$ cat config.mk
export PLATFORM = sky130hd
export DESIGN_NAME = sysex_frame_receiver
export DESIGN_NICKNAME = d
export VERILOG_FILES = /design/src/sfr_pkg.sv /design/src/sfr_byte_step.sv /design/src/sfr_frame_decode.sv /design/src/sfr_result_fifo.sv /design/src/sysex_frame_receiver.sv
export SDC_FILE = /design/constraint.sdc
export NUM_CORES = 1
export LEC_CHECK = 0
export ABC_AREA = 1
export BUFFER_PORTS_ARGS = -buffer_cell sky130_fd_sc_hd__buf_2
export CORE_ASPECT_RATIO = 1.25
export CORE_MARGIN = 10
export CORE_UTILIZATION = 55
export CTS_BUF_LIST = sky130_fd_sc_hd__clkbuf_2 sky130_fd_sc_hd__clkbuf_4 sky130_fd_sc_hd__clkbuf_8
export CTS_CLUSTER_DIAMETER = 50
export DETAILED_ROUTE_END_ITERATION = 8
export PLACE_DENSITY = 0.7
export SYNTH_ARGS = -nofsm -noshare
export SYNTH_HDL_FRONTEND = slang
export SYNTH_HIERARCHICAL = 1
export SYNTH_SLANG_ARGS = --single-unit
$ cat constraint.sdc
create_clock -name clk -period 9.6 [get_ports clk]
set_input_delay 1.44 -clock clk [delete_from_list [all_inputs] [get_ports clk]]
set_output_delay 1.44 -clock clk [all_outputs]
set_load 0.005 [all_outputs]
$ cat src/sfr_pkg.sv
// ============================================================================
// sfr_pkg: shared types and constants for the sysex frame receiver
// Holds the byte codes, verdict codes, frame decode state and result types.
// ============================================================================
package sfr_pkg;

    // Default raw frame limit, counting the 0xF0 byte
    localparam int MAX_FRAME_DEF = 256;

    // Decoded bytes kept, counting the two checksum bytes
    localparam int DECODED_CAP = 256;
    localparam int DEC_W       = 9;

    // Most results one packet can cause (one per valid byte)
    localparam int MAX_RESULTS = 3;

    // Result queue depth
    localparam int FIFO_DEPTH  = 4;

    // Framing bytes
    localparam logic [7:0] SYX_START = 8'hF0;
    localparam logic [7:0] SYX_END   = 8'hF7;

    // Code index values that carry bytes
    localparam logic [3:0] CIN_SYX_CONT  = 4'h4;
    localparam logic [3:0] CIN_END_THREE = 4'h7;
    localparam logic [3:0] CIN_END_TWO   = 4'h6;
    localparam logic [3:0] CIN_END_ONE   = 4'h5;

    // Verdict codes
    localparam logic [2:0] VERDICT_OK        = 3'd0;
    localparam logic [2:0] VERDICT_SHORT     = 3'd1;
    localparam logic [2:0] VERDICT_MISMATCH  = 3'd2;
    localparam logic [2:0] VERDICT_OVERFLOW  = 3'd3;
    localparam logic [2:0] VERDICT_ABANDONED = 3'd4;

    // Per-frame decode state (raw byte count is kept apart, its width follows MAX_FRAME)
    typedef struct packed {
        logic [2:0]       group_position;
        logic [6:0]       high_bits;
        logic [DEC_W-1:0] decoded_count;
        logic [15:0]      fold_sum;
        logic [15:0]      sent_sum;
    } frame_state_t;

    // One result item
    typedef struct packed {
        logic [7:0] payload_byte;
        logic [7:0] payload_index;
        logic       frame_end;
        logic [2:0] verdict;
    } sfr_result_t;

endpackage

$ cat src/sfr_byte_step.sv
// ============================================================================
// sfr_byte_step: one raw byte through the sysex frame decoder
// Framing, 7-bit group unpacking, checksum capture and XOR fold for one byte.
// ============================================================================
module sfr_byte_step
    import sfr_pkg::*;
#(
    parameter int MAX_FRAME = MAX_FRAME_DEF,
    localparam int RAW_W    = $clog2(MAX_FRAME + 1)
)
(
    input  logic             byte_valid,
    input  logic [7:0]       data_byte,
    input  logic [RAW_W-1:0] raw_in,
    input  frame_state_t     st_in,
    output logic [RAW_W-1:0] raw_out,
    output frame_state_t     st_out,
    output logic             res_valid,
    output sfr_result_t      res
);

    localparam logic [RAW_W-1:0] RAW_LIMIT = RAW_W'(MAX_FRAME);
    localparam logic [DEC_W-1:0] DEC_CAP   = DEC_W'(DECODED_CAP);

    logic             frame_open;
    logic             raw_full;
    logic [DEC_W-1:0] dec_m2;
    logic [7:0]       plen;
    logic [7:0]       hb_ext;
    logic [2:0]       hb_idx;
    logic [7:0]       data_full;

    // Frame status and payload length
    assign frame_open = (raw_in != '0);
    assign raw_full   = (raw_in >= RAW_LIMIT);
    assign dec_m2     = st_in.decoded_count - DEC_W'(2);
    assign plen       = (st_in.decoded_count >= DEC_W'(2)) ? dec_m2[7:0] : 8'd0;

    // High bit from the group header is ORed onto the raw data byte
    assign hb_ext    = {1'b0, st_in.high_bits};
    assign hb_idx    = st_in.group_position - 3'd1;
    assign data_full = data_byte | {hb_ext[hb_idx], 7'd0};

    // Single byte step
    always_comb
    begin
        raw_out   = raw_in;
        st_out    = st_in;
        res_valid = 1'b0;
        res       = '0;
        if (byte_valid)
        begin
            if (data_byte == SYX_START)
            begin
                // Restart closes any open frame
                if (frame_open)
                begin
                    res_valid         = 1'b1;
                    res.frame_end     = 1'b1;
                    res.payload_index = plen;
                    res.verdict       = raw_full ? VERDICT_OVERFLOW : VERDICT_ABANDONED;
                end
                raw_out = RAW_W'(1);
                st_out  = '0;
            end
            else if (data_byte == SYX_END && frame_open)
            begin
                res_valid         = 1'b1;
                res.frame_end     = 1'b1;
                res.payload_index = plen;
                if (raw_full || st_in.decoded_count > DEC_CAP)
                    res.verdict = VERDICT_OVERFLOW;
                else if (st_in.decoded_count < DEC_W'(3))
                    res.verdict = VERDICT_SHORT;
                else if (st_in.fold_sum != st_in.sent_sum)
                    res.verdict = VERDICT_MISMATCH;
                else
                    res.verdict = VERDICT_OK;
                raw_out = '0;
                st_out  = '0;
            end
            else if (frame_open && !raw_full)
            begin
                raw_out = raw_in + RAW_W'(1);
                if (st_in.group_position == 3'd0)
                begin
                    // Group header: high bits of the next seven bytes
                    st_out.high_bits      = data_byte[6:0];
                    st_out.group_position = 3'd1;
                end
                else
                begin
                    st_out.group_position = (st_in.group_position == 3'd7) ? 3'd0 :
                                            st_in.group_position + 3'd1;
                    if (st_in.decoded_count == DEC_W'(0))
                        st_out.sent_sum[7:0] = data_full;
                    else if (st_in.decoded_count == DEC_W'(1))
                        st_out.sent_sum[15:8] = data_full;
                    else if (st_in.decoded_count < DEC_CAP)
                    begin
                        // Payload byte: fold by parity of its position
                        if (st_in.decoded_count[0])
                            st_out.fold_sum = st_in.fold_sum ^ {data_full, 8'h00};
                        else
                            st_out.fold_sum = st_in.fold_sum ^ {8'h00, data_full};
                        res_valid         = 1'b1;
                        res.payload_byte  = data_full;
                        res.payload_index = dec_m2[7:0];
                    end
                    if (st_in.decoded_count <= DEC_CAP)
                        st_out.decoded_count = st_in.decoded_count + DEC_W'(1);
                end
            end
        end
    end

endmodule

$ cat src/sfr_frame_decode.sv
// ============================================================================
// sfr_frame_decode: packet register, three chained byte steps, frame state
// Registers one packet, decodes its valid bytes in one pass, pushes results.
// ============================================================================
module sfr_frame_decode
    import sfr_pkg::*;
#(
    parameter int MAX_FRAME = MAX_FRAME_DEF,
    localparam int RAW_W    = $clog2(MAX_FRAME + 1)
)
(
    input  logic                                clk,
    input  logic                                rst_n,
    input  logic                                in_valid,
    output logic                                in_stall,
    input  logic [3:0]                          code_index,
    input  logic [7:0]                          first_byte,
    input  logic [7:0]                          second_byte,
    input  logic [7:0]                          third_byte,
    input  logic                                space_ok,
    output logic [MAX_RESULTS-1:0]              push_valid,
    output sfr_result_t [MAX_RESULTS-1:0]       push_data
);

    // Number of valid bytes for a code index
    function automatic logic [1:0] byte_count(input logic [3:0] cin);
        logic [1:0] n;
        case (cin)
            CIN_SYX_CONT:  n = 2'd3;
            CIN_END_THREE: n = 2'd3;
            CIN_END_TWO:   n = 2'd2;
            CIN_END_ONE:   n = 2'd1;
            default:       n = 2'd0;
        endcase
        return n;
    endfunction

    logic             pkt_valid_reg;
    logic [1:0]       nbytes_reg;
    logic [7:0]       bytes_reg [MAX_RESULTS];
    logic [RAW_W-1:0] raw_count_reg;
    logic [RAW_W-1:0] raw_count_next;
    frame_state_t     state_reg;
    frame_state_t     state_next;
    logic             fire;
    logic             take;

    logic [RAW_W-1:0] raw_chain [MAX_RESULTS+1];
    frame_state_t     st_chain  [MAX_RESULTS+1];
    logic [MAX_RESULTS-1:0] step_valid;
    sfr_result_t [MAX_RESULTS-1:0] step_res;

    // Handshake: a held packet moves on when the result queue has room
    assign fire     = pkt_valid_reg && space_ok;
    assign in_stall = pkt_valid_reg && !space_ok;
    assign take     = in_valid && !in_stall;

    // Packet register
    always_ff @(posedge clk or negedge rst_n)
    begin
        if (!rst_n)
        begin
            pkt_valid_reg <= 1'b0;
        end
        else if (take || fire)
        begin
            pkt_valid_reg <= take;
        end
    end

    always_ff @(posedge clk)
    begin
        if (take)
        begin
            nbytes_reg   <= byte_count(code_index);
            bytes_reg[0] <= first_byte;
            bytes_reg[1] <= second_byte;
            bytes_reg[2] <= third_byte;
        end
    end

    // Byte steps chained in packet order
    assign raw_chain[0] = raw_count_reg;
    assign st_chain[0]  = state_reg;

    for (genvar i = 0; i < MAX_RESULTS; i++)
    begin : g_step
        sfr_byte_step #(
            .MAX_FRAME (MAX_FRAME)
        ) u_step (
            .byte_valid (nbytes_reg > 2'(i)),
            .data_byte  (bytes_reg[i]),
            .raw_in     (raw_chain[i]),
            .st_in      (st_chain[i]),
            .raw_out    (raw_chain[i+1]),
            .st_out     (st_chain[i+1]),
            .res_valid  (step_valid[i]),
            .res        (step_res[i])
        );
    end

    assign raw_count_next = raw_chain[MAX_RESULTS];
    assign state_next     = st_chain[MAX_RESULTS];
    assign push_valid     = fire ? step_valid : '0;
    assign push_data      = step_res;

    // Frame state
    always_ff @(posedge clk or negedge rst_n)
    begin
        if (!rst_n)
        begin
            raw_count_reg <= '0;
            state_reg     <= '0;
        end
        else if (fire)
        begin
            raw_count_reg <= raw_count_next;
            state_reg     <= state_next;
        end
    end

    // Raw count saturates at the frame limit
    a_raw_bound: assert property (@(posedge clk) disable iff (!rst_n)
        raw_count_reg <= RAW_W'(MAX_FRAME))
        else $error("raw count past frame limit");

    // No open frame means cleared decode state
    a_idle_clear: assert property (@(posedge clk) disable iff (!rst_n)
        raw_count_reg == '0 |->
            (state_reg.group_position == 3'd0 && state_reg.decoded_count == '0 &&
             state_reg.fold_sum == 16'h0000))
        else $error("decode state left over outside a frame");

    // Decoded count stops one past the cap
    a_dec_bound: assert property (@(posedge clk) disable iff (!rst_n)
        state_reg.decoded_count <= DEC_W'(DECODED_CAP + 1))
        else $error("decoded count past cap");

endmodule

$ cat src/sfr_result_fifo.sv
// ============================================================================
// sfr_result_fifo: small result queue
// Takes up to three results a cycle in order, hands out one a cycle unless out_stall holds it.
// ============================================================================
module sfr_result_fifo
    import sfr_pkg::*;
(
    input  logic                          clk,
    input  logic                          rst_n,
    input  logic [MAX_RESULTS-1:0]        push_valid,
    input  sfr_result_t [MAX_RESULTS-1:0] push_data,
    output logic                          space_ok,
    output logic                          out_valid,
    input  logic                          out_stall,
    output sfr_result_t                   head
);

    localparam int PTR_W = $clog2(FIFO_DEPTH);
    localparam int CNT_W = $clog2(FIFO_DEPTH + 1);

    sfr_result_t       entry_reg [FIFO_DEPTH];
    logic [PTR_W-1:0]  wr_ptr_reg;
    logic [PTR_W-1:0]  wr_ptr_next;
    logic [PTR_W-1:0]  rd_ptr_reg;
    logic [PTR_W-1:0]  rd_ptr_next;
    logic [CNT_W-1:0]  count_reg;
    logic [CNT_W-1:0]  count_next;
    logic [PTR_W-1:0]  wr_off [MAX_RESULTS];
    logic [1:0]        npush;
    logic              pop;

    // Packed write offsets keep results in order
    assign wr_off[0] = '0;
    assign wr_off[1] = PTR_W'(push_valid[0]);
    assign wr_off[2] = PTR_W'(push_valid[0]) + PTR_W'(push_valid[1]);
    assign npush     = {1'b0, push_valid[0]} + {1'b0, push_valid[1]} +
                       {1'b0, push_valid[2]};

    assign out_valid = (count_reg != '0);
    assign head      = entry_reg[rd_ptr_reg];
    assign pop       = out_valid && !out_stall;
    assign space_ok  = (count_reg <= CNT_W'(FIFO_DEPTH - MAX_RESULTS));

    assign wr_ptr_next = wr_ptr_reg + PTR_W'(npush);
    assign rd_ptr_next = rd_ptr_reg + PTR_W'(pop);
    assign count_next  = count_reg + CNT_W'(npush) - CNT_W'(pop);

    // Pointers and fill count
    always_ff @(posedge clk or negedge rst_n)
    begin
        if (!rst_n)
        begin
            wr_ptr_reg <= '0;
            rd_ptr_reg <= '0;
            count_reg  <= '0;
        end
        else
        begin
            wr_ptr_reg <= wr_ptr_next;
            rd_ptr_reg <= rd_ptr_next;
            count_reg  <= count_next;
        end
    end

    // Entry writes
    always_ff @(posedge clk)
    begin
        for (int k = 0; k < MAX_RESULTS; k++)
        begin
            if (push_valid[k])
                entry_reg[wr_ptr_reg + wr_off[k]] <= push_data[k];
        end
    end

    a_count_bound: assert property (@(posedge clk) disable iff (!rst_n)
        count_reg <= CNT_W'(FIFO_DEPTH))
        else $error("result queue overfilled");

    a_push_room: assert property (@(posedge clk) disable iff (!rst_n)
        CNT_W'(npush) <= CNT_W'(FIFO_DEPTH) - count_reg)
        else $error("results pushed without room");

endmodule

$ cat src/sysex_frame_receiver.sv
// ============================================================================
// sysex_frame_receiver: USB-MIDI sysex frame receiver
// Frames 0xF0..0xF7, unpacks 7-bit groups, checks the XOR-fold checksum.
// ============================================================================
// Path: packet register, then result queue, then the output port.
// Throughput: one packet per cycle while each packet yields at most one
// result and the output is not stalled; the output port hands out one
// result per cycle, so packets with two or three results can stall the input.
// Reset: no frame open, decode state cleared, result queue empty.
module sysex_frame_receiver
    import sfr_pkg::*;
#(
    parameter int MAX_FRAME = MAX_FRAME_DEF
)
(
    input  logic       clk,
    input  logic       rst_n,
    input  logic       in_valid,
    output logic       in_stall,
    input  logic [3:0] code_index,
    input  logic [7:0] first_byte,
    input  logic [7:0] second_byte,
    input  logic [7:0] third_byte,
    output logic       out_valid,
    input  logic       out_stall,
    output logic [7:0] payload_byte,
    output logic [7:0] payload_index,
    output logic       frame_end,
    output logic [2:0] verdict
);

    logic                          space_ok;
    logic [MAX_RESULTS-1:0]        push_valid;
    sfr_result_t [MAX_RESULTS-1:0] push_data;
    sfr_result_t                   head;

    // Packet decode
    sfr_frame_decode #(
        .MAX_FRAME (MAX_FRAME)
    ) u_decode (
        .clk         (clk),
        .rst_n       (rst_n),
        .in_valid    (in_valid),
        .in_stall    (in_stall),
        .code_index  (code_index),
        .first_byte  (first_byte),
        .second_byte (second_byte),
        .third_byte  (third_byte),
        .space_ok    (space_ok),
        .push_valid  (push_valid),
        .push_data   (push_data)
    );

    // Result queue
    sfr_result_fifo u_fifo (
        .clk        (clk),
        .rst_n      (rst_n),
        .push_valid (push_valid),
        .push_data  (push_data),
        .space_ok   (space_ok),
        .out_valid  (out_valid),
        .out_stall  (out_stall),
        .head       (head)
    );

    assign payload_byte  = head.payload_byte;
    assign payload_index = head.payload_index;
    assign frame_end     = head.frame_end;
    assign verdict       = head.verdict;

endmodule
Word level (Yosys, flattened, before mapping):

Memory sizes are Yosys's and may differ from the RTL's.
Index checks and enable logic that the tools add are counted.

* memory bits (writable): 104
* memories kept: 2
* output and inout port bits: 22
* memory bits (read-only): 0
* latch bits: 0
* bits in registers: 70
* logic and storage cells: 271

Memory list
* u_fifo.entry_reg: words 4, width 20, read ports 1, clocked after Yosys merged registers in 0, write ports 3, RTL line sfr_result_fifo.sv:21 `sfr_result_t entry_reg [FIFO_DEPTH];`
* u_decode.bytes_reg: words 3, width 8, read ports 3, clocked after Yosys merged registers in 0, write ports 3, RTL line sfr_frame_decode.sv:40 `logic [7:0] bytes_reg [MAX_RESULTS];`

* reductions and logical operators: 31
* equal/unequal tests: 19
* muxes and demuxes: 151
* bitwise gates (word level): 9
* multipliers: 0
* add/sub/neg operators: 23
* div/mod/pow operators: 0
* magnitude comparators: 25
* shift operators: 0

Operator list (count)
* 51-bit 2-to-1 mux: 12
* 16-bit 2-to-1 mux: 24
* 8-bit 2-to-1 mux: 18
* 9-bit 2-to-1 mux: 15
* 41-bit 2-to-1 mux: 3
* 12-bit 2-to-1 mux: 6
* 24-bit 2-to-1 mux: 3
* 20-bit 2-to-1 mux: 3
* 9-bit by 1-bit adder with 9-bit output (second input constant): 6
* 8-bit == test (second input constant): 6
* 16-bit != test: 3
* 16-bit bitwise XOR: 3
* 16-bit by 8-bit bitwise XOR with 16-bit output: 3
* 1-bit 2-to-1 mux: 38
* 3-bit 2-to-1 mux: 10
* 9-bit by 1-bit == test with 1-bit output (second input constant): 3
* 9-bit by 2-bit greater-or-equal comparator with 1-bit output (second input constant): 3
* 9-bit greater-or-equal comparator (second input constant): 3
* 9-bit > comparator (second input constant): 3
* 9-bit <= comparator (second input constant): 3
* 9-bit logical NOT: 3
* 9-bit by 2-bit less-than comparator with 1-bit output (second input constant): 3
* 9-bit less-than comparator (second input constant): 3
* 9-bit nonzero test: 3
* 26 further kinds: 78

Depth between registers and ports, before layout:

Gate-level depths: netlist of run 1.

* word-level depth: 42
* mapped depth: 41
* depth with buffers taken out: 40

Hierarchy:

The synthesis of run 1 kept the hierarchy.

By module, submodules not included
* sfr_result_fifo: sequential area each 2577.5 um^2, area each 5885.6 um^2, instances 1, cells an instance 799
* sfr_frame_decode: sequential area each 2307.2 um^2, area each 3737.3 um^2, instances 1, cells an instance 311
* sfr_byte_step (u_decode.g_step[2].u_step): sequential area each 0.0 um^2, area each 2803.9 um^2, instances 1, cells an instance 508
* sfr_byte_step (u_decode.g_step[1].u_step): sequential area each 0.0 um^2, area each 2735.1 um^2, instances 1, cells an instance 510
* sfr_byte_step (u_decode.g_step[0].u_step): sequential area each 0.0 um^2, area each 2567.5 um^2, instances 1, cells an instance 516

Least setup slack after synthesis of run 1:

No wires, ideal clock.

* path type: register to register
* start: register u_decode.state_reg (netlist bit u_decode/st_chain[186])
* end: register u_fifo.count_reg[2]
* buffers on the path: 0
* data arrival time: 5954 ps
* cell stages (with the launch flop): 36
* setup slack: 3517 ps
* required time: 9471 ps
* cells stage by stage: dfrtp_1 -> inv_1 -> ha_1 -> nand2_1 -> nor2_1 -> nand2_1 -> nand2_1 -> nand3_1 -> nor2_2 -> a21oi_1 -> a21oi_1 -> inv_1 -> ha_1 -> nand2_1 -> nor2_1 -> nand2_1 -> nand2_1 -> nand3_2 -> nor2_2 -> o21ai_0 -> inv_1 -> ha_1 -> nand3_4 -> a21oi_1 -> nor2_2 -> inv_2 -> a31oi_1 -> inv_1 -> nor2_1 -> fa_1 -> xnor2_1 -> ha_1 -> inv_1 -> fa_1 -> xnor2_1 -> xor2_1

RTL lines
* start, declared: RTL line sfr_frame_decode.sv:43 `frame_state_t state_reg;`
* start signal, assigned: RTL line sfr_frame_decode.sv:118 `state_reg <= state_next;`
* end signal, assigned: RTL line sfr_result_fifo.sv:61 `count_reg <= count_next;`
* end, declared: RTL line sfr_result_fifo.sv:26 `logic [CNT_W-1:0] count_reg;`

==> results.md, run 1 <==
- Sequential area share after synthesis: 27.55%
- DR vias: 17830
- Area grow syn2layout: 2.498%
- Boundary Pins: 54
- Share of power burned in the clock network: 7.7%
- IO Port Bufs: 53
- Die Area: 0.03986 sq mm
- Net Sw Frac: ~61%
- Wire length per cell: 20.88 um
- Syn nets: 2726
- Post-synth cell types: between 50 and 60
- DRT antenna net count: 0
- Post-Syn Area per Cell: 6.706 sq um
- Starting density of the core: between 50% and 60%
- Final #Nets: about 2700
- Drt first pass iters: 7
- Crit path DAT: 8.56 ns
- Ys Warns: 6
- CTS tree: done
- Count leader, synth: nand2_1
- Total global-route track usage: a little under a third
- DP Wirelength: about 49 mm
- FP Rows: 73
- Clk sinks: 174
- Setup bufs post-CTS: 0
- DRT Wirelength: 63.32 mm
- Critical path type: register to register
- Top cell type's share of synthesized area: around 18%
- Final min period: 8.425 ns
- Skew-Pair Late Insertion Delay: 0.52 ns
- Clk buf depth: 2
- Finished Cell Area: 0.01817 sq mm
- First-pass GRT wire length: 97.43 mm
- Root Buffer: clkbuf_8
- Hold_ws: 0.5253 ns
- Fin. Hold Viols: 0
- Crit Path Max Fanout: 42
- Crit path top cell by count: nand2_4
- Post-synthesis instance area: 0.01773 sq mm
- Critical Path Max Stage Delay: 0.92 ns
- Vias in the first global route: 16760
- Num CTS Buffers: 17
- Die Ht: 220.7 um
- Synth async-reset ratio: 39.08%
- Slew HR: under 10%
- DRT iter0 DRCs: around 2000
- Predominant post-synthesis flop cell: edfxtp_1
- Net switching power: 4.735 mW
- Top cells by area, synth: edfxtp_1 18%, nand2_1 17%, nand3_1 10%
- Leakage: 8.969 nW
- CTS HTree Levels: 4
- Synth area leader: edfxtp_1
- Critical path capture point type: register
- Status: finished clean
- Routed vias/inst: about 5.9
- Worst setup SP type: register
- Post-Synthesis Cells: 2644
- Comb pwr share: about three quarters
- Largest net degree at the start of global routing: between 60 and 70
- Share of cells above drive strength 1: 13.47%
- Max Slew Vio Count: 0
- Post-DP Area: 0.01773 sq mm
- Setup TNS: 0 ns
- Power per cell area: 430.3 mW/mm^2
- VDD IR max: 0.3481 mV
- Antenna violations before repair: 0
- Post-synthesis register bit count: 174
- Max Fclk: about 0.12 GHz
- # DRC: 0
- Slew @ Worst Pin: 1.369 ns
- EDFF count, synth: 106
- Max reg flops: 80
- Setup Viol. Count Final: 0
- CTS Hold Bufs: 0
- GPL Wtd Cong: 1.059
- Grt ovf: 0
- Class of the worst hold path: register to register
- Worst Path Required: 9.73 ns
- Sequential fraction of design power: 17.2%
- Resized Gates After CTS: 0
- Ratio of final minimum period to clock period: 87.76%
- Clock skew: 0.02173 ns
- Pint: 3.084 mW
- Die X: 180.6 um
- Clk slew on worst S/H paths: 0.11 ns
- Core area: 0.03179 sq mm
- Slowest cell on the critical path: nand3_1
- Overall Power: 7.819 mW
- Top post-synthesis cells by count: 816 x nand2_1, 360 x nand3_1, 263 x nor2_1, 201 x inv_1, 106 x edfxtp_1
- Max-Cap Viols: 0
- RSZ-0062 raised after global routing: false
-- area by class of cell --
type                    instances  area, sq um
repair buffers                 69        387.9
well taps                     412        515.5
flip-flops and latches        174         4886
inverters                     242        923.4
diodes                          1        2.502
fillers                      3120        13610
clock buffers                  20        256.5
clock inverters                12        187.7
multi-input cells            2103        11010
-- power by group through the flow --
stage          Combinational (mW)  Sequential (mW)  Clock, mW
2_1_floorplan                4.50             1.24          0
3_3_place_gp                 5.64             1.34          0
3_5_place_dp                 5.71             1.35          0
4_1_cts                      5.74             1.34      0.612
5_1_grt                      6.45             1.36      0.643
6_report                     5.87             1.34      0.604
-- per-layer routing --
layer | up-vias | part of all wire (%) | GRT usage [%]
li1 | 8562 | - | -
met2 | 913 | 49 | 54.35
met4 | 0 | 6.6 | 20.28
met3 | 212 | 7.7 | 5.768
met5 | - | 0 | 0
met1 | 8140 | 37 | 35.05
-- logic make-up (layout without fill, tap and decap cells) --
group                    after synthesis  after routing  share of synthesized area (%)
other                                  0              1                              0
buffers and inverters                367            343                          10.42
AND/OR/NAND/NOR                     1729           1729                          47.09
AO/OA/AOI/OAI                        267            267                          8.511
flip-flops                           174            174                          27.55
XOR/XNOR                              57             57                          2.816
adder cells (fa/ha/maj)               50             50                          3.613
-- critical path, delay by kind of cell (launching register included) --
kind	cells	cell delay [ns]
flops	1	0.72
buf+inv	9	2.05
simple gates	17	4.13
fa+ha+maj	2	0.40
compound gates	3	0.66
-- path summary, 6_finish.rpt --
path | startpoint | endpoint | slack (ns) | depth (start not counted)
min in group asynchronous | rst_n | u_fifo/rd_ptr_reg[0] | 0.79 | 1
worst min-delay path | u_decode/st_chain[194] | u_decode/st_chain[194] | 0.53 | 2
worst min register to register | u_decode/st_chain[194] | u_decode/st_chain[194] | 0.53 | 2
max in group asynchronous | rst_n | u_decode/st_chain[167] | 7.73 | 2
worst max-delay path | u_decode/nbytes_reg[1] | u_fifo/entry_reg[0][6] | 1.18 | 31
worst max register to register | u_decode/nbytes_reg[1] | u_fifo/entry_reg[0][6] | 1.18 | 31
-- metrics by stage --
step,util [%],setup WS [ns],std cells
after CTS,57.16,1.308,3032
after global routing,57.16,0.6688,3032
final,57.17,1.175,3033
after global placement,55.77,1.591,3000
after detailed placement,55.77,1.318,3000
after floorplan,-,3.517,2644
-- cells in the final DEF (no fill, tap or decap), types with 6 or more instances in the layout --
master	n
nand2_1	816
nand3_1	360
nor2_1	259
inv_1	201
edfxtp_1	106
o21ai_0	88
a21oi_1	67
dfrtp_1	67
nand2_4	63
nand4_1	60
buf_2	52
nor2_2	51
ha_1	48
o21ai_1	44
nor3_1	36
inv_2	35
xnor2_1	35
xor2_1	22
o22ai_1	21
nand2_2	18
clkbuf_8	17
buf_4	17
a31oi_1	14
nand3_2	13
nor2_4	12
nor3_2	9
o21ai_2	9
nand3_4	7
o211ai_1	7
a21oi_2	7
nor2_8	6
Power figures use the tool's default switching activity.
==> inputs of run 2 (changes only) <==
--- a/config.mk
+++ b/config.mk
@@ -13,7 +13,7 @@
 export CTS_BUF_LIST = sky130_fd_sc_hd__clkbuf_2 sky130_fd_sc_hd__clkbuf_4 sky130_fd_sc_hd__clkbuf_8
 export CTS_CLUSTER_DIAMETER = 50
 export DETAILED_ROUTE_END_ITERATION = 8
-export PLACE_DENSITY = 0.7
+export PLACE_DENSITY = 0.68
 export SYNTH_ARGS = -nofsm -noshare
 export SYNTH_HDL_FRONTEND = slang
 export SYNTH_HIERARCHICAL = 1
==> run 2 against run 1 <==
  * Clock skew grew 0.0089 ns
  * Register-to-register slack gained 0.07 ns
  * Maximum frequency increased by 0.89%
  * Flip-flop and latch count did not move
  * Die area did not move
  * Clock power is 14% lower
  * Cell area fell by 0.43%
  * Routed wire length decreased by 2.4%
  * Via count grew 1.4%
  * Setup slack better by 0.074 ns
==> results.md, run 2 (synthesized netlist as in run 1, its figures left out) <==
- Status: finished clean
- DR vias: 18070 (+1.4%)
- CTS HTree Levels: 4 (unchanged)
- Grt ovf: 0 (unchanged)
- Final #Nets: 2688 (-0.037%)
- Slowest cell on the critical path: nand3_1
- # DRC: 0 (unchanged)
- VDD IR max: 0.2557 mV (-27%)
- GPL Wtd Cong: 1.028 (-2.9%)
- CTS Hold Bufs: 0 (unchanged)
- Starting density of the core: 55.78% (unchanged)
- Boundary Pins: 54 (unchanged)
- Commonest non-fill, non-tap cell in the layout: nand2_1
- Slew @ Worst Pin: 1.304 ns (-0.06422 ns)
- Critical Path Max Stage Delay: 0.83 ns (-0.09 ns)
- Clk slew on worst S/H paths: 0.10 ns (about the same)
- Total global-route track usage: 30.14% (-1.2 points)
- Power per cell area: 426.5 mW/mm^2 (-0.86%)
- Drt first pass iters: 9 (+2)
- Most frequent cells in the layout: 816 x nand2_1, 360 x nand3_1, 259 x nor2_1
- Share of power burned in the clock network: 6.7% (-1.0 points)
- Setup Viol. Count Final: 0 (unchanged)
- Max reg flops: 80 (unchanged)
- Resized Gates After CTS: 0 (unchanged)
- Leakage: 8.923 nW (-0.51%)
- DRT antenna net count: 0 (unchanged)
- RSZ-0062 raised after global routing: false
- Crit Path Max Fanout: 41 (-2.4%)
- Setup bufs post-CTS: 0 (unchanged)
- Num CTS Buffers: 17 (unchanged)
- Ratio of final minimum period to clock period: 86.98% (-0.77 points)
- Placed cells: 2999 (-0.033%)
- R2R Setup Slk: 1.25 ns (+0.07 ns)
- Clock skew: 0.03065 ns (+0.008922 ns)
- Net switching power: 4.715 mW (-0.41%)
- Share of cells above drive strength 1: 13.40% (-0.071 points)
- IO Port Bufs: 53 (unchanged)
- Final min period: 8.350 ns (-0.07430 ns)
- DP Wirelength: 47.26 mm (-3.9%)
- Post-DP Area: 0.01772 sq mm (about the same)
- Antenna violations before repair: 0 (unchanged)
- Crit path DAT: 8.47 ns (-0.09 ns)
- Core area: 0.03179 sq mm (unchanged)
- Clk buf depth: 2 (unchanged)
- Vias in the first global route: 16810 (+0.32%)
- Worst Path Required: 9.72 ns (about the same)
- FP Rows: 73 (unchanged)
- Largest net degree at the start of global routing: 64 (+1.6%)
- Overall Power: 7.718 mW (-1.3%)
- Root Buffer: clkbuf_8
- Critical path type: register to register
- Slew HR: 12.83% (+4.4 points)
- Max Fclk: 0.1198 GHz (+0.89%)
- Area grow syn2layout: 2.061%
- Hold_ws: 0.5167 ns (-0.008601 ns)
- Final Non-Filler Cells: 3032 (-0.033%)
- Comb pwr share: 75.9% (+0.8 points)
- Setup TNS: 0 ns (unchanged)
- Die X: 180.6 um (unchanged)
- Class of the worst hold path: register to register
- Fin. Hold Viols: 0 (unchanged)
- Skew-Pair Late Insertion Delay: 0.52 ns (about the same)
- Finished Cell Area: 0.01809 sq mm (-0.43%)
- Die Area: 0.03986 sq mm (unchanged)
- Sequential fraction of design power: 17.3% (about the same)
- Net Sw Frac: 61.10% (+0.54 points)
- Wire length per cell: 20.39 um (-2.3%)
- Die Ht: 220.7 um (unchanged)
- First-pass GRT wire length: 94.52 mm (-3.0%)
- Critical path capture point type: register
- Pint: 3.003 mW (-2.6%)
- DRT iter0 DRCs: 2047 (+1.4%)
- CTS tree: done
- Worst setup SP type: register
- Max-Cap Viols: 0 (unchanged)
- Clk sinks: 174 (unchanged)
- Max Slew Vio Count: 0 (unchanged)
- DRT Wirelength: 61.82 mm (-2.4%)
- Routed vias/inst: 5.959 (+1.4%)
run 2: through the flow:
step	setup slack, ns	util, %
floorplan	3.517	-
global placement	1.648	55.74
detailed placement	1.459	55.74
CTS	1.404	56.92
global route	0.5621	56.92
finish	1.250	56.93
run 2: path summary, 6_finish.rpt:
check,startpoint,endpoint,cells after the start
min in group asynchronous,rst_n,u_fifo/rd_ptr_reg[1],1
setup reg to reg,u_decode/nbytes_reg[1],u_fifo/entry_reg[2][10],32
max in group asynchronous,rst_n,u_decode/pkt_valid_reg,2
hold reg to reg,u_fifo/count_reg[0],u_fifo/count_reg[0],1
setup / recovery,u_decode/nbytes_reg[1],u_fifo/entry_reg[2][10],32
hold / removal,u_fifo/count_reg[0],u_fifo/count_reg[0],1
run 2: worst max-delay path: cells and delay by family, from the launching register on:
kind | cells | cell delay (ns)
AND/OR/NAND/NOR | 20 | 4.64
buffers and inverters | 8 | 1.75
flip-flops | 1 | 0.74
AO/OA/AOI/OAI | 2 | 0.44
adder cells (fa/ha/maj) | 1 | 0.19
XOR/XNOR | 1 | 0.15
run 2: cell type report:
| class | instances | area [sq um] |
|---|---|---|
| antenna | 1 | 2.502 |
| clock inverter | 14 | 132.6 |
| fill | 3136 | 13690 |
| timing repair buffer | 68 | 380.4 |
| inverter | 242 | 923.4 |
| tap | 412 | 515.5 |
| clock buffer | 18 | 241.5 |
| multi-input combinational | 2103 | 11010 |
| sequential | 174 | 4886 |
run 2: metal layers:
layer | routed length (um) | vias up | global-route usage [%]
li1 | - | 8554 | -
met1 | 22970 | 8275 | 33.51
met2 | 29260 | 969 | 51.40
met3 | 5140 | 271 | 6.471
met4 | 4446 | 0 | 20.37
met5 | 0 | - | 0
run 2: power groups by stage:
stage          Clock [mW]  Sequential, mW  Combinational, mW
6_report            0.519            1.34               5.86
5_1_grt             0.560            1.36               6.40
4_1_cts             0.533            1.33               5.70
3_5_place_dp            0            1.35               5.68
3_3_place_gp            0            1.34               5.58
2_1_floorplan           0            1.24               4.50
